===== src/gtp_pkg.sv =====
package gtp_pkg;

  localparam int CORDIC_STEPS = 16;

  localparam logic [2:0] REG_TARGET_X    = 3'd0;
  localparam logic [2:0] REG_TARGET_Y    = 3'd1;
  localparam logic [2:0] REG_TARGET_HEAD = 3'd2;
  localparam logic [2:0] REG_POS_TOL     = 3'd3;
  localparam logic [2:0] REG_HEAD_TOL    = 3'd4;

  localparam logic [1:0] PHASE_TURNING = 2'd0;
  localparam logic [1:0] PHASE_ALIGNED = 2'd1;
  localparam logic [1:0] PHASE_FINAL   = 2'd2;

  localparam logic [1:0] OUT_RUNNING   = 2'd0;
  localparam logic [1:0] OUT_REACHED   = 2'd1;
  localparam logic [1:0] OUT_CANCELLED = 2'd2;
  localparam logic [1:0] OUT_IDLE      = 2'd3;

  localparam logic signed [16:0] PI_Q12       = 17'sd12868;
  localparam logic signed [16:0] TWO_PI_Q12   = 17'sd25736;
  localparam logic signed [23:0] HALF_PI_Q20  = 24'sd1647100;
  localparam logic [14:0]        ALIGN_THRESH = 15'd410;
  localparam logic [11:0]        FWD_MAX      = 12'd1229;
  localparam logic signed [15:0] TURN_MAX     = 16'sd3277;
  localparam logic signed [18:0] FINAL_MAX    = 19'sd2048;

  typedef struct packed {
    logic signed [31:0] target_x;
    logic signed [31:0] target_y;
    logic signed [14:0] target_heading;
    logic [15:0]        position_tolerance;
    logic [12:0]        heading_tolerance;
  } cfg_t;

  typedef struct packed {
    logic        done;
    logic [31:0] distance;
  } dist_stat_t;

  typedef struct packed {
    logic               done;
    logic signed [15:0] angle;
  } cordic_stat_t;

  // Arctangent of 2^-i in Q.20 radians.
  function automatic logic [19:0] atan_q20(input logic [4:0] i);
    logic [19:0] r;
    case (i)
      5'd0:  r = 20'd823550;
      5'd1:  r = 20'd486170;
      5'd2:  r = 20'd256879;
      5'd3:  r = 20'd130396;
      5'd4:  r = 20'd65451;
      5'd5:  r = 20'd32757;
      5'd6:  r = 20'd16383;
      5'd7:  r = 20'd8192;
      5'd8:  r = 20'd4096;
      5'd9:  r = 20'd2048;
      5'd10: r = 20'd1024;
      5'd11: r = 20'd512;
      5'd12: r = 20'd256;
      5'd13: r = 20'd128;
      5'd14: r = 20'd64;
      5'd15: r = 20'd32;
      5'd16: r = 20'd16;
      5'd17: r = 20'd8;
      5'd18: r = 20'd4;
      5'd19: r = 20'd2;
      5'd20: r = 20'd1;
      5'd21: r = 20'd1;
      default: r = 20'd0;
    endcase
    return r;
  endfunction

endpackage


===== src/gtp_if.sv =====
interface gtp_pose_if;
  logic               valid;
  logic               ready;
  logic signed [31:0] pose_x;
  logic signed [31:0] pose_y;
  logic signed [14:0] pose_heading;
  logic               cancel;
  logic               start_req;

  modport source (output valid, pose_x, pose_y, pose_heading, cancel, start_req,
                  input ready);
  modport sink (input valid, pose_x, pose_y, pose_heading, cancel, start_req,
                output ready);
endinterface

interface gtp_cmd_if;
  logic               valid;
  logic               ready;
  logic signed [11:0] forward_speed;
  logic signed [12:0] turn_rate;
  logic [31:0]        distance_left;
  logic signed [14:0] bearing_error;
  logic [1:0]         phase;
  logic [1:0]         outcome;

  modport source (output valid, forward_speed, turn_rate, distance_left, bearing_error,
                  phase, outcome, input ready);
  modport sink (input valid, forward_speed, turn_rate, distance_left, bearing_error,
                phase, outcome, output ready);
endinterface


===== src/go_to_pose_controller_top.sv =====
// From an accepted pose transaction to its command transaction the block runs the serial
// squaring steps and the square-root steps, enters the result state and then loads the
// output register. A new pose transaction is accepted only once the previous command has
// been written to the output register, which waits while that register is stalled; the
// bit-serial square root of the squared distance sets the pace, while the CORDIC runs
// beside it.
// Reset: asynchronous, active low; the run is idle and the goal registers take defaults.
module go_to_pose_controller_top
  import gtp_pkg::*;
(
  input  logic        clk_i,
  input  logic        rst_ni,
  input  logic        psel,
  input  logic        penable,
  input  logic        pwrite,
  input  logic [4:0]  paddr,
  input  logic [31:0] pwdata,
  output logic [31:0] prdata,
  output logic        pready,
  gtp_pose_if.sink    pose_i,
  gtp_cmd_if.source   cmd_o
);

  // The sequencer is one-hot: wait for a pose, run the serial units, then
  // form the command and place it in the output register.
  typedef enum logic [2:0] {
    S_IDLE = 3'b001,
    S_RUN  = 3'b010,
    S_FIN  = 3'b100
  } state_e;

  state_e state_q, state_d;
  cfg_t   cfg;

  dist_stat_t   dist_st;
  cordic_stat_t cor_st;

  logic               accept, emit;
  logic signed [32:0] dx, dy;
  logic [32:0]        ux, uy;
  logic signed [14:0] ph_q;
  logic               cancel_q, start_q;
  logic               active_q, active_d;

  gtp_regs u_regs (
    .clk_i   (clk_i),
    .rst_ni  (rst_ni),
    .psel    (psel),
    .penable (penable),
    .pwrite  (pwrite),
    .paddr   (paddr),
    .pwdata  (pwdata),
    .prdata  (prdata),
    .pready  (pready),
    .cfg_o   (cfg)
  );

  // Goal offset is taken when the pose transaction is accepted.
  assign pose_i.ready = (state_q == S_IDLE);
  assign accept       = pose_i.valid && pose_i.ready;
  assign dx = 33'(cfg.target_x) - 33'(pose_i.pose_x);
  assign dy = 33'(cfg.target_y) - 33'(pose_i.pose_y);
  assign ux = dx[32] ? -dx : dx;
  assign uy = dy[32] ? -dy : dy;

  gtp_dist u_dist (
    .clk_i   (clk_i),
    .rst_ni  (rst_ni),
    .start_i (accept),
    .ux_i    (ux[31:0]),
    .uy_i    (uy[31:0]),
    .stat_o  (dist_st)
  );

  gtp_cordic u_cordic (
    .clk_i   (clk_i),
    .rst_ni  (rst_ni),
    .start_i (accept),
    .dx_i    (dx),
    .dy_i    (dy),
    .stat_o  (cor_st)
  );

  always_ff @(posedge clk_i) begin
    if (accept) begin
      ph_q     <= pose_i.pose_heading;
      cancel_q <= pose_i.cancel;
      start_q  <= pose_i.start_req;
    end
  end

  // Result stage. The bearing and the final heading error each need at most
  // one wrap step, since both operands lie within the 15-bit range.
  logic signed [16:0] a0, a1, f0, ferr;
  logic signed [14:0] bearing, mag;
  logic signed [16:0] fmag;
  logic               near, act_now;
  logic signed [27:0] tprod;
  logic signed [15:0] tdrv;
  logic signed [19:0] t3;
  logic signed [18:0] tfin;
  logic signed [11:0] fwd_c;
  logic signed [12:0] turn_c;
  logic [1:0]         phase_c, outcome_c;

  always_comb begin
    a0 = 17'(cor_st.angle) - 17'(ph_q);
    if (a0 > PI_Q12) a1 = a0 - TWO_PI_Q12;
    else if (a0 < -PI_Q12) a1 = a0 + TWO_PI_Q12;
    else a1 = a0;
    bearing = a1[14:0];
    mag     = bearing[14] ? -bearing : bearing;

    f0 = 17'(cfg.target_heading) - 17'(ph_q);
    if (f0 > PI_Q12) ferr = f0 - TWO_PI_Q12;
    else if (f0 < -PI_Q12) ferr = f0 + TWO_PI_Q12;
    else ferr = f0;
    fmag = ferr[16] ? -ferr : ferr;

    near = dist_st.distance < {16'd0, cfg.position_tolerance};
    if (near) phase_c = PHASE_FINAL;
    else if ($unsigned(mag) > ALIGN_THRESH) phase_c = PHASE_TURNING;
    else phase_c = PHASE_ALIGNED;

    tprod = (28'(bearing) * 28'sd4915 + 28'sd2048) >>> 12;
    tdrv  = tprod[15:0];
    t3    = (20'(ferr) * 20'sd3 + 20'sd1) >>> 1;
    tfin  = t3[18:0];

    act_now   = active_q || start_q;
    active_d  = act_now;
    fwd_c     = '0;
    turn_c    = '0;
    outcome_c = OUT_RUNNING;
    if (!act_now) begin
      outcome_c = OUT_IDLE;
    end else if (cancel_q) begin
      active_d  = 1'b0;
      outcome_c = OUT_CANCELLED;
    end else if (near) begin
      if (fmag > 17'($unsigned(cfg.heading_tolerance))) begin
        if (tfin > FINAL_MAX) turn_c = 13'(FINAL_MAX);
        else if (tfin < -FINAL_MAX) turn_c = -13'(FINAL_MAX);
        else turn_c = tfin[12:0];
      end else begin
        active_d  = 1'b0;
        outcome_c = OUT_REACHED;
      end
    end else begin
      fwd_c = (dist_st.distance[31:5] > 27'(FWD_MAX)) ? FWD_MAX : dist_st.distance[16:5];
      if (tdrv > TURN_MAX) turn_c = 13'(TURN_MAX);
      else if (tdrv < -TURN_MAX) turn_c = -13'(TURN_MAX);
      else turn_c = tdrv[12:0];
    end
  end

  // A finished command waits in the output register; the next result is
  // written only once that slot has been taken.
  assign emit = (state_q == S_FIN) && (!cmd_o.valid || cmd_o.ready);

  always_comb begin
    state_d = state_q;
    case (state_q)
      S_IDLE: if (accept) state_d = S_RUN;
      S_RUN:  if (dist_st.done && cor_st.done) state_d = S_FIN;
      S_FIN:  if (emit) state_d = S_IDLE;
      default: state_d = S_IDLE;
    endcase
  end

  always_ff @(posedge clk_i or negedge rst_ni) begin
    if (!rst_ni) begin
      state_q     <= S_IDLE;
      active_q    <= 1'b0;
      cmd_o.valid <= 1'b0;
    end else begin
      state_q <= state_d;
      if (emit) begin
        active_q    <= active_d;
        cmd_o.valid <= 1'b1;
      end else if (cmd_o.ready) begin
        cmd_o.valid <= 1'b0;
      end
    end
  end

  always_ff @(posedge clk_i) begin
    if (emit) begin
      cmd_o.forward_speed <= fwd_c;
      cmd_o.turn_rate     <= turn_c;
      cmd_o.distance_left <= dist_st.distance;
      cmd_o.bearing_error <= bearing;
      cmd_o.phase         <= phase_c;
      cmd_o.outcome       <= outcome_c;
    end
  end

  a_run_blocks_input: assert property (@(posedge clk_i) disable iff (!rst_ni)
    (state_q == S_RUN) |-> !pose_i.ready)
    else $error("pose input ready during a run");

  a_accept_starts_run: assert property (@(posedge clk_i) disable iff (!rst_ni)
    accept |=> (state_q == S_RUN))
    else $error("accepted pose did not start the serial units");

  a_stopped_zero_cmd: assert property (@(posedge clk_i) disable iff (!rst_ni)
    (cmd_o.valid && (cmd_o.outcome != OUT_RUNNING)) |->
      (cmd_o.forward_speed == 12'sd0 && cmd_o.turn_rate == 13'sd0))
    else $error("nonzero command outside a running state");

  a_phase_legal: assert property (@(posedge clk_i) disable iff (!rst_ni)
    cmd_o.valid |-> (cmd_o.phase != 2'd3))
    else $error("illegal phase code");

endmodule


===== src/gtp_regs.sv =====
module gtp_regs
  import gtp_pkg::*;
(
  input  logic        clk_i,
  input  logic        rst_ni,
  input  logic        psel,
  input  logic        penable,
  input  logic        pwrite,
  input  logic [4:0]  paddr,
  input  logic [31:0] pwdata,
  output logic [31:0] prdata,
  output logic        pready,
  output cfg_t        cfg_o
);

  cfg_t       cfg_q;
  logic [2:0] idx;
  logic       wr;

  assign idx    = paddr[4:2];
  assign wr     = psel && penable && pwrite;
  assign pready = 1'b1;
  assign cfg_o  = cfg_q;

  always_ff @(posedge clk_i or negedge rst_ni) begin
    if (!rst_ni) begin
      cfg_q.target_x           <= '0;
      cfg_q.target_y           <= '0;
      cfg_q.target_heading     <= '0;
      cfg_q.position_tolerance <= 16'd6554;
      cfg_q.heading_tolerance  <= 13'd205;
    end else if (wr) begin
      case (idx)
        REG_TARGET_X:    cfg_q.target_x           <= pwdata;
        REG_TARGET_Y:    cfg_q.target_y           <= pwdata;
        REG_TARGET_HEAD: cfg_q.target_heading     <= pwdata[14:0];
        REG_POS_TOL:     cfg_q.position_tolerance <= pwdata[15:0];
        REG_HEAD_TOL:    cfg_q.heading_tolerance  <= pwdata[12:0];
        default: ;
      endcase
    end
  end

  always_comb begin
    case (idx)
      REG_TARGET_X:    prdata = cfg_q.target_x;
      REG_TARGET_Y:    prdata = cfg_q.target_y;
      REG_TARGET_HEAD: prdata = {17'd0, cfg_q.target_heading};
      REG_POS_TOL:     prdata = {16'd0, cfg_q.position_tolerance};
      REG_HEAD_TOL:    prdata = {19'd0, cfg_q.heading_tolerance};
      default:         prdata = '0;
    endcase
  end

endmodule


===== src/gtp_dist.sv =====
module gtp_dist
  import gtp_pkg::*;
(
  input  logic        clk_i,
  input  logic        rst_ni,
  input  logic        start_i,
  input  logic [31:0] ux_i,
  input  logic [31:0] uy_i,
  output dist_stat_t  stat_o
);

  // Serial squaring (one multiplier bit per cycle) followed by a restoring
  // square root that retires one result bit per cycle.
  logic        busy_q, busy_d, sqrt_q, sqrt_d, done_q, done_d;
  logic [5:0]  cnt_q, cnt_d;
  logic [31:0] ux_q, ux_d, uy_q, uy_d;
  logic [63:0] mx_q, mx_d, my_q, my_d;
  logic [65:0] acc_q, acc_d;
  logic [35:0] rem_q, rem_d, rem_sh, trial;
  logic [32:0] root_q, root_d;

  assign rem_sh = {rem_q[33:0], acc_q[65:64]};
  assign trial  = {1'b0, root_q, 2'b01};

  always_comb begin
    busy_d = busy_q;
    sqrt_d = sqrt_q;
    done_d = done_q;
    cnt_d  = cnt_q;
    ux_d   = ux_q;
    uy_d   = uy_q;
    mx_d   = mx_q;
    my_d   = my_q;
    acc_d  = acc_q;
    rem_d  = rem_q;
    root_d = root_q;
    if (start_i) begin
      busy_d = 1'b1;
      sqrt_d = 1'b0;
      done_d = 1'b0;
      cnt_d  = '0;
      ux_d   = ux_i;
      uy_d   = uy_i;
      mx_d   = {32'd0, ux_i};
      my_d   = {32'd0, uy_i};
      acc_d  = '0;
      rem_d  = '0;
      root_d = '0;
    end else if (busy_q && !sqrt_q) begin
      acc_d = acc_q + (ux_q[0] ? {2'b00, mx_q} : 66'd0)
                    + (uy_q[0] ? {2'b00, my_q} : 66'd0);
      ux_d  = ux_q >> 1;
      uy_d  = uy_q >> 1;
      mx_d  = mx_q << 1;
      my_d  = my_q << 1;
      if (cnt_q == 6'd31) begin
        sqrt_d = 1'b1;
        cnt_d  = '0;
      end else begin
        cnt_d = cnt_q + 6'd1;
      end
    end else if (busy_q) begin
      acc_d = acc_q << 2;
      if (rem_sh >= trial) begin
        rem_d  = rem_sh - trial;
        root_d = {root_q[31:0], 1'b1};
      end else begin
        rem_d  = rem_sh;
        root_d = {root_q[31:0], 1'b0};
      end
      if (cnt_q == 6'd32) begin
        busy_d = 1'b0;
        done_d = 1'b1;
      end else begin
        cnt_d = cnt_q + 6'd1;
      end
    end
  end

  always_ff @(posedge clk_i or negedge rst_ni) begin
    if (!rst_ni) begin
      busy_q <= 1'b0;
      sqrt_q <= 1'b0;
      done_q <= 1'b0;
      cnt_q  <= '0;
    end else begin
      busy_q <= busy_d;
      sqrt_q <= sqrt_d;
      done_q <= done_d;
      cnt_q  <= cnt_d;
    end
  end

  always_ff @(posedge clk_i) begin
    ux_q   <= ux_d;
    uy_q   <= uy_d;
    mx_q   <= mx_d;
    my_q   <= my_d;
    acc_q  <= acc_d;
    rem_q  <= rem_d;
    root_q <= root_d;
  end

  assign stat_o.done     = done_q;
  assign stat_o.distance = root_q[32] ? 32'hFFFF_FFFF : root_q[31:0];

endmodule


===== src/gtp_cordic.sv =====
module gtp_cordic
  import gtp_pkg::*;
(
  input  logic               clk_i,
  input  logic               rst_ni,
  input  logic               start_i,
  input  logic signed [32:0] dx_i,
  input  logic signed [32:0] dy_i,
  output cordic_stat_t       stat_o
);

  logic                busy_q, busy_d, done_q, done_d, zero_q, zero_d;
  logic [4:0]          it_q, it_d;
  logic signed [59:0]  x_q, x_d, y_q, y_d, xs, ys, x0, y0;
  logic signed [23:0]  z_q, z_d, zr, atan_s;

  assign x0     = 60'(dx_i) <<< 24;
  assign y0     = 60'(dy_i) <<< 24;
  assign xs     = x_q >>> it_q;
  assign ys     = y_q >>> it_q;
  assign atan_s = $signed({4'd0, atan_q20(it_q)});

  always_comb begin
    busy_d = busy_q;
    done_d = done_q;
    zero_d = zero_q;
    it_d   = it_q;
    x_d    = x_q;
    y_d    = y_q;
    z_d    = z_q;
    if (start_i) begin
      busy_d = 1'b1;
      done_d = 1'b0;
      it_d   = '0;
      zero_d = (dx_i == 33'sd0) && (dy_i == 33'sd0);
      x_d    = x0;
      y_d    = y0;
      z_d    = '0;
      // Left half plane is rotated into the right one first.
      if (dx_i < 33'sd0) begin
        if (dy_i >= 33'sd0) begin
          x_d = y0;
          y_d = -x0;
          z_d = HALF_PI_Q20;
        end else begin
          x_d = -y0;
          y_d = x0;
          z_d = -HALF_PI_Q20;
        end
      end
    end else if (busy_q) begin
      if (y_q > 60'sd0) begin
        x_d = x_q + ys;
        y_d = y_q - xs;
        z_d = z_q + atan_s;
      end else begin
        x_d = x_q - ys;
        y_d = y_q + xs;
        z_d = z_q - atan_s;
      end
      if (it_q == 5'(CORDIC_STEPS - 1)) begin
        busy_d = 1'b0;
        done_d = 1'b1;
      end else begin
        it_d = it_q + 5'd1;
      end
    end
  end

  always_ff @(posedge clk_i or negedge rst_ni) begin
    if (!rst_ni) begin
      busy_q <= 1'b0;
      done_q <= 1'b0;
      it_q   <= '0;
    end else begin
      busy_q <= busy_d;
      done_q <= done_d;
      it_q   <= it_d;
    end
  end

  always_ff @(posedge clk_i) begin
    zero_q <= zero_d;
    x_q    <= x_d;
    y_q    <= y_d;
    z_q    <= z_d;
  end

  assign zr           = z_q + 24'sd128;
  assign stat_o.done  = done_q;
  assign stat_o.angle = zero_q ? 16'sd0 : zr[23:8];

endmodule


===== src/flat_wrapper.sv =====
// flat-port wrapper written by rule: the top's interface ports become plain ports
module go_to_pose_controller_top_flat import gtp_pkg::*;
  (clk_i, rst_ni, psel, penable, pwrite, paddr, pwdata, prdata, pready, pose_i_valid, pose_i_pose_x, pose_i_pose_y, pose_i_pose_heading, pose_i_cancel, pose_i_start_req, pose_i_ready, cmd_o_valid, cmd_o_forward_speed, cmd_o_turn_rate, cmd_o_distance_left, cmd_o_bearing_error, cmd_o_phase, cmd_o_outcome, cmd_o_ready);
  gtp_pose_if pose_i_i ();
  gtp_cmd_if cmd_o_i ();
  input  logic clk_i;
  input  logic rst_ni;
  input  logic psel;
  input  logic penable;
  input  logic pwrite;
  input  logic [4:0] paddr;
  input  logic [31:0] pwdata;
  output logic [31:0] prdata;
  output logic pready;
  input wire logic [$bits(pose_i_i.valid)-1:0] pose_i_valid;
  input wire logic [$bits(pose_i_i.pose_x)-1:0] pose_i_pose_x;
  input wire logic [$bits(pose_i_i.pose_y)-1:0] pose_i_pose_y;
  input wire logic [$bits(pose_i_i.pose_heading)-1:0] pose_i_pose_heading;
  input wire logic [$bits(pose_i_i.cancel)-1:0] pose_i_cancel;
  input wire logic [$bits(pose_i_i.start_req)-1:0] pose_i_start_req;
  output wire logic [$bits(pose_i_i.ready)-1:0] pose_i_ready;
  output wire logic [$bits(cmd_o_i.valid)-1:0] cmd_o_valid;
  output wire logic [$bits(cmd_o_i.forward_speed)-1:0] cmd_o_forward_speed;
  output wire logic [$bits(cmd_o_i.turn_rate)-1:0] cmd_o_turn_rate;
  output wire logic [$bits(cmd_o_i.distance_left)-1:0] cmd_o_distance_left;
  output wire logic [$bits(cmd_o_i.bearing_error)-1:0] cmd_o_bearing_error;
  output wire logic [$bits(cmd_o_i.phase)-1:0] cmd_o_phase;
  output wire logic [$bits(cmd_o_i.outcome)-1:0] cmd_o_outcome;
  input wire logic [$bits(cmd_o_i.ready)-1:0] cmd_o_ready;
  assign pose_i_i.valid = pose_i_valid;
  assign pose_i_i.pose_x = pose_i_pose_x;
  assign pose_i_i.pose_y = pose_i_pose_y;
  assign pose_i_i.pose_heading = pose_i_pose_heading;
  assign pose_i_i.cancel = pose_i_cancel;
  assign pose_i_i.start_req = pose_i_start_req;
  assign pose_i_ready = pose_i_i.ready;
  assign cmd_o_valid = cmd_o_i.valid;
  assign cmd_o_forward_speed = cmd_o_i.forward_speed;
  assign cmd_o_turn_rate = cmd_o_i.turn_rate;
  assign cmd_o_distance_left = cmd_o_i.distance_left;
  assign cmd_o_bearing_error = cmd_o_i.bearing_error;
  assign cmd_o_phase = cmd_o_i.phase;
  assign cmd_o_outcome = cmd_o_i.outcome;
  assign cmd_o_i.ready = cmd_o_ready;
  go_to_pose_controller_top u_core (.clk_i(clk_i), .rst_ni(rst_ni), .psel(psel), .penable(penable), .pwrite(pwrite), .paddr(paddr), .pwdata(pwdata), .prdata(prdata), .pready(pready), .pose_i(pose_i_i), .cmd_o(cmd_o_i));
endmodule

===== config.mk =====
export PLATFORM = sky130hd
export DESIGN_NAME = go_to_pose_controller_top_flat
export DESIGN_NICKNAME = d
export VERILOG_FILES = /design/src/gtp_pkg.sv /design/src/gtp_if.sv /design/src/go_to_pose_controller_top.sv /design/src/gtp_regs.sv /design/src/gtp_dist.sv /design/src/gtp_cordic.sv /design/src/flat_wrapper.sv
export SDC_FILE = /design/constraint.sdc
export NUM_CORES = 2
export LEC_CHECK = 0
export CELL_PAD_IN_SITES_DETAIL_PLACEMENT = 1
export CELL_PAD_IN_SITES_GLOBAL_PLACEMENT = 1
export CORE_UTILIZATION = 55
export DETAILED_ROUTE_END_ITERATION = 8
export DONT_BUFFER_PORTS = 1
export PLACE_DENSITY = 0.95
export SYNTH_ARGS = -nofsm -noshare
export SYNTH_HDL_FRONTEND = slang
export SYNTH_SLANG_ARGS = --single-unit
export TNS_END_PERCENT = 30

===== constraint.sdc =====
create_clock -name clk_i -period 30.4 [get_ports clk_i]
set_clock_uncertainty 0.05 [all_clocks]
set_input_delay 3.04 -clock clk_i [delete_from_list [all_inputs] [get_ports clk_i]]
set_output_delay 3.04 -clock clk_i [all_outputs]
set_load 0.05 [all_outputs]

==> metrics.md <==
| Metric | Value |
|---|---|
| Status | `complete, no violations` |
| Via Count | `65800` |
| Worst skew pair latency | `780 ps` |
| Clk sinks | `692` |
| Average cell area after synthesis | `8.65 sq um` |
| IO Port Bufs | `0` |
| Worst-path clk slew | `60 ps` |
| Critical path endpoint | `u_core.cmd_o.turn_rate[10]` |
| Most used DFF post-synth | `edfxtp_1` |
| Synth top area cells | `edfxtp_1 16%, ha_1 9.8%, dfxtp_1 5.8%` |
| CTS Hold Bufs | `0` |
| Max-cap violation count | `0` |
| Post-DR wirelength/cell | `28.3 microns` |
| Seq/Total Area, Yosys | `0.266` |
| Initial DRT Pass Iterations | `8` |
| CTS Buffer Depth | `3` |
| Post-cts sizing count | `0` |
| Routed WL | `265000 microns` |
| CP Launch Point | `u_core.u_cordic.z_q[7]` |
| Layout cell share with drive strength beyond 1 | `0.0850` |
| CP required | `30840 ps` |
| Yosys warns | `0` |
| Crit-path max cell delay | `760 ps` |
| Synth Area in Compound Gates | `0.205` |
| Final antenna-violating net count | `0` |
| Actual slew at the worst max-slew pin | `1320 ps` |
| CTS tree | `built` |
| Post-synth net total | `8694` |
| Hold Vio Cnt, Final | `0` |
| Post-synth top area share | `0.161` |
| Detailed Route Iter0 Violations | `7656` |
| CTS Root Cell | `clkbuf_16` |
| Final #Nets | `8467` |
| Flip-flop and latch area | `18200 sq um` |
| Post-synthesis simple-gate area fraction | `0.155` |
| Critical path type | `flip-flop to flip-flop` |
| DP Wirelength | `190000 microns` |
| Depth of the CTS H-tree | `3` |
| Initial core utilization | `0.557` |
| Worst Path Arrival | `13460 ps` |
| EDFF count, synth | `366` |
| R2R cell count | `37` |
| Largest net degree at the start of global routing | `168` |
| Synth Area in Adders | `0.140` |
| Drt drc | `0` |
| Critical path's slowest cell | `xnor2_1` |
| Setup violators final | `0` |
| Die ar. | `126000 sq um` |
| Gate Count Post-Synth | `7892` |
| Final period util | `0.428` |
| Tmin final | `13020 ps` |
| RSZ-0062 raised after global routing | `no` |
| Worst Path Max Fanout | `13` |
| Placer Congestion | `1.05` |
| Antenna violations before repair | `24` |
| Reg2Reg Launch Point | `u_core.u_cordic.z_q[7]` |
| Post-synthesis mux area share | `0.102` |
| Area growth from synthesis to layout | `6.04%` |
| Fill cells | `14200` |
| CP startpoint kind | `flip-flop` |
| Vias in the first global route | `68900` |
| Cell area after synthesis | `68300 sq um` |
| Multi-input gate area | `46000 sq um` |
| Fmax | `76.8 MHz` |
| Hold Path Class | `flip-flop to flip-flop` |
| Worst R2R Setup Slack | `17380 ps` |
| Die width | `354 microns` |
| Global-route wire length before repair | `407000 microns` |
| Number of buffers created by CTS | `87` |
| Drt via density | `7.01` |
| Reg2reg end | `u_core.cmd_o.turn_rate[10]` |
| Setup TNS | `0 ps` |
| Count of final max-slew check failures | `0` |
| Largest family of logic cells by synthesized area | `compound AO/OA/AOI/OAI gates` |
| FP Rows | `128` |
| Ys async rst share | `0.186` |
| FF+latch count, synth | `692` |
| Gr ovfl total | `0` |
| Distinct cells, synth | `123` |
| Io pins | `236` |
| Cell mode on critical path | `ha_1` |
| Rel. slew slack | `0.117` |
| Post-synth top area cell | `edfxtp_1` |
| XOR/XNOR share of the synthesized area | `0.0704` |
| Setup bufs post-CTS | `0` |
| Core Box Area | `123000 sq um` |
| GR Util All Layers | `0.411` |
| Die Ht | `354 microns` |
| CP endpoint kind | `flip-flop` |
[layer usage]
layer / global-route usage / routed length (microns)
met1: 0.469 / 94400
met2: 0.672 / 124000
met3: 0.108 / 25800
met4: 0.287 / 21100
met5: 0 / 235
[layout by cell type, fill, tap and decap left out, types with 91 or more instances in the layout]
| master | netlist | routed |
|---|---|---|
| mux2_2 | 162 | 162 |
| nor2_1 | 583 | 581 |
| a31oi_1 | 98 | 97 |
| dfrtp_1 | 116 | 109 |
| ha_1 | 533 | 533 |
| inv_1 | 663 | 660 |
| fa_1 | 144 | 144 |
| a21o_1 | 206 | 206 |
| xnor2_1 | 334 | 333 |
| o21ai_0 | 448 | 447 |
| dfxtp_1 | 197 | 197 |
| o21a_1 | 171 | 171 |
| edfxtp_1 | 366 | 366 |
| mux4_2 | 163 | 163 |
| nand3_1 | 117 | 117 |
| nand2_1 | 887 | 884 |
| a21oi_1 | 614 | 614 |
| a211oi_1 | 100 | 100 |
| mux2i_1 | 126 | 126 |
| nor3_1 | 115 | 114 |
| xor2_1 | 215 | 215 |
| clkbuf_16 | 0 | 91 |
[Yosys cell counts (20+ instances only)]
| cell | n |
|---|---|
| nand2_1 | 887 |
| inv_1 | 663 |
| a21oi_1 | 614 |
| nor2_1 | 583 |
| ha_1 | 533 |
| o21ai_0 | 448 |
| edfxtp_1 | 366 |
| xnor2_1 | 334 |
| clkbuf_1 | 269 |
| xor2_1 | 215 |
| a21o_1 | 206 |
| dfxtp_1 | 197 |
| o21a_1 | 171 |
| mux4_2 | 163 |
| mux2_2 | 162 |
| fa_1 | 144 |
| mux2i_1 | 126 |
| nand3_1 | 117 |
| dfrtp_1 | 116 |
| nor3_1 | 115 |
| a211oi_1 | 100 |
| a31oi_1 | 98 |
| nand2b_1 | 89 |
| o211ai_1 | 83 |
| and3_1 | 74 |
| nor2b_1 | 69 |
| buf_1 | 59 |
| nand4_1 | 59 |
| and2_1 | 54 |
| o21bai_1 | 50 |
| or3_1 | 47 |
| nor4_1 | 42 |
| o31ai_1 | 42 |
| a22oi_1 | 38 |
| o21ai_1 | 30 |
| o22ai_1 | 30 |
| or2_2 | 28 |
| buf_2 | 27 |
| nor3b_1 | 22 |
| a22o_1 | 21 |
| a21boi_0 | 20 |
[logic make-up after synthesis]
kind of cell	Yosys count
AND/OR/NAND/NOR	2278
AO/OA/AOI/OAI	2184
buffers and inverters	1049
flip-flops	692
adder cells (fa/ha/maj)	677
XOR/XNOR	549
multiplexers	461
other	2
[sequential cells by signal (all words and copies together) (netlist names), 6 cells and up]
signal	count
u_core.u_regs.cfg_o	108
u_core.u_dist.acc_q	66
u_core.u_dist.mx_q	64
u_core.u_dist.my_q	64
u_core.u_cordic.x_q	60
u_core.u_cordic.y_q	60
u_core.u_dist.rem_q	34
u_core.u_dist.root_q	33
u_core.cmd_o.distance_left	32
u_core.u_dist.ux_q	32
u_core.u_dist.uy_q	32
u_core.u_cordic.z_q	24
u_core.cmd_o.bearing_error	15
u_core.ph_q	15
u_core.cmd_o.turn_rate	13
u_core.cmd_o.forward_speed	12
u_core.u_dist.cnt_q	6
[through the flow]
stage	utilization	instance area (sq um)	setup slack [ps]	instances	hold WS [ps]
2_1_floorplan	-	68300	19340	7892	387
3_3_place_gp	0.566	69300	18450	9201	396
3_5_place_dp	0.566	69300	17980	9201	413
4_1_cts	0.591	72400	17720	9365	411
5_1_grt	0.591	72400	16770	9371	442
6_report	0.591	72400	17380	9381	414
[layout make-up]
cell class	instances	area share
Tap cell	1625	0.0281
Timing Repair Buffer	65	0.00691
Multi-Input combinational cell	6151	0.636
Sequential cell	692	0.251
Clock inverter	46	0.00841
Antenna cell	16	0.000553
Inverter	668	0.0348
Clock buffer	118	0.0341
[how the worst min path moves through the flow]
stage | start | endpoint | slack (ps) | depth (start not counted)
after global routing | u_core.u_dist.root_q[6] | u_core.u_dist.root_q[6] | 440 | 2
final | u_core.u_dist.my_q[43] | u_core.u_dist.my_q[44] | 410 | 2
after CTS | u_core.u_dist.my_q[43] | u_core.u_dist.my_q[44] | 410 | 2
after floorplan | u_core.u_dist.mx_q[63] | u_core.u_dist.mx_q[63] | 390 | 2
after global placement | u_core.u_dist.mx_q[63] | u_core.u_dist.mx_q[63] | 400 | 2
after detailed placement | u_core.u_dist.mx_q[44] | u_core.u_dist.mx_q[45] | 410 | 2
[worst max-delay path, delay by kind of cell (launching register included)]
kind	cells	cell delay, ps
AO/OA/AOI/OAI	14	5300
XOR/XNOR	2	950
adder cells (fa/ha/maj)	9	3480
buffers and inverters	4	720
flip-flops	1	460
AND/OR/NAND/NOR	8	1800
Power is not shown: default switching activity piles up to over one toggle a cycle in this logic, so the estimate is an artifact.
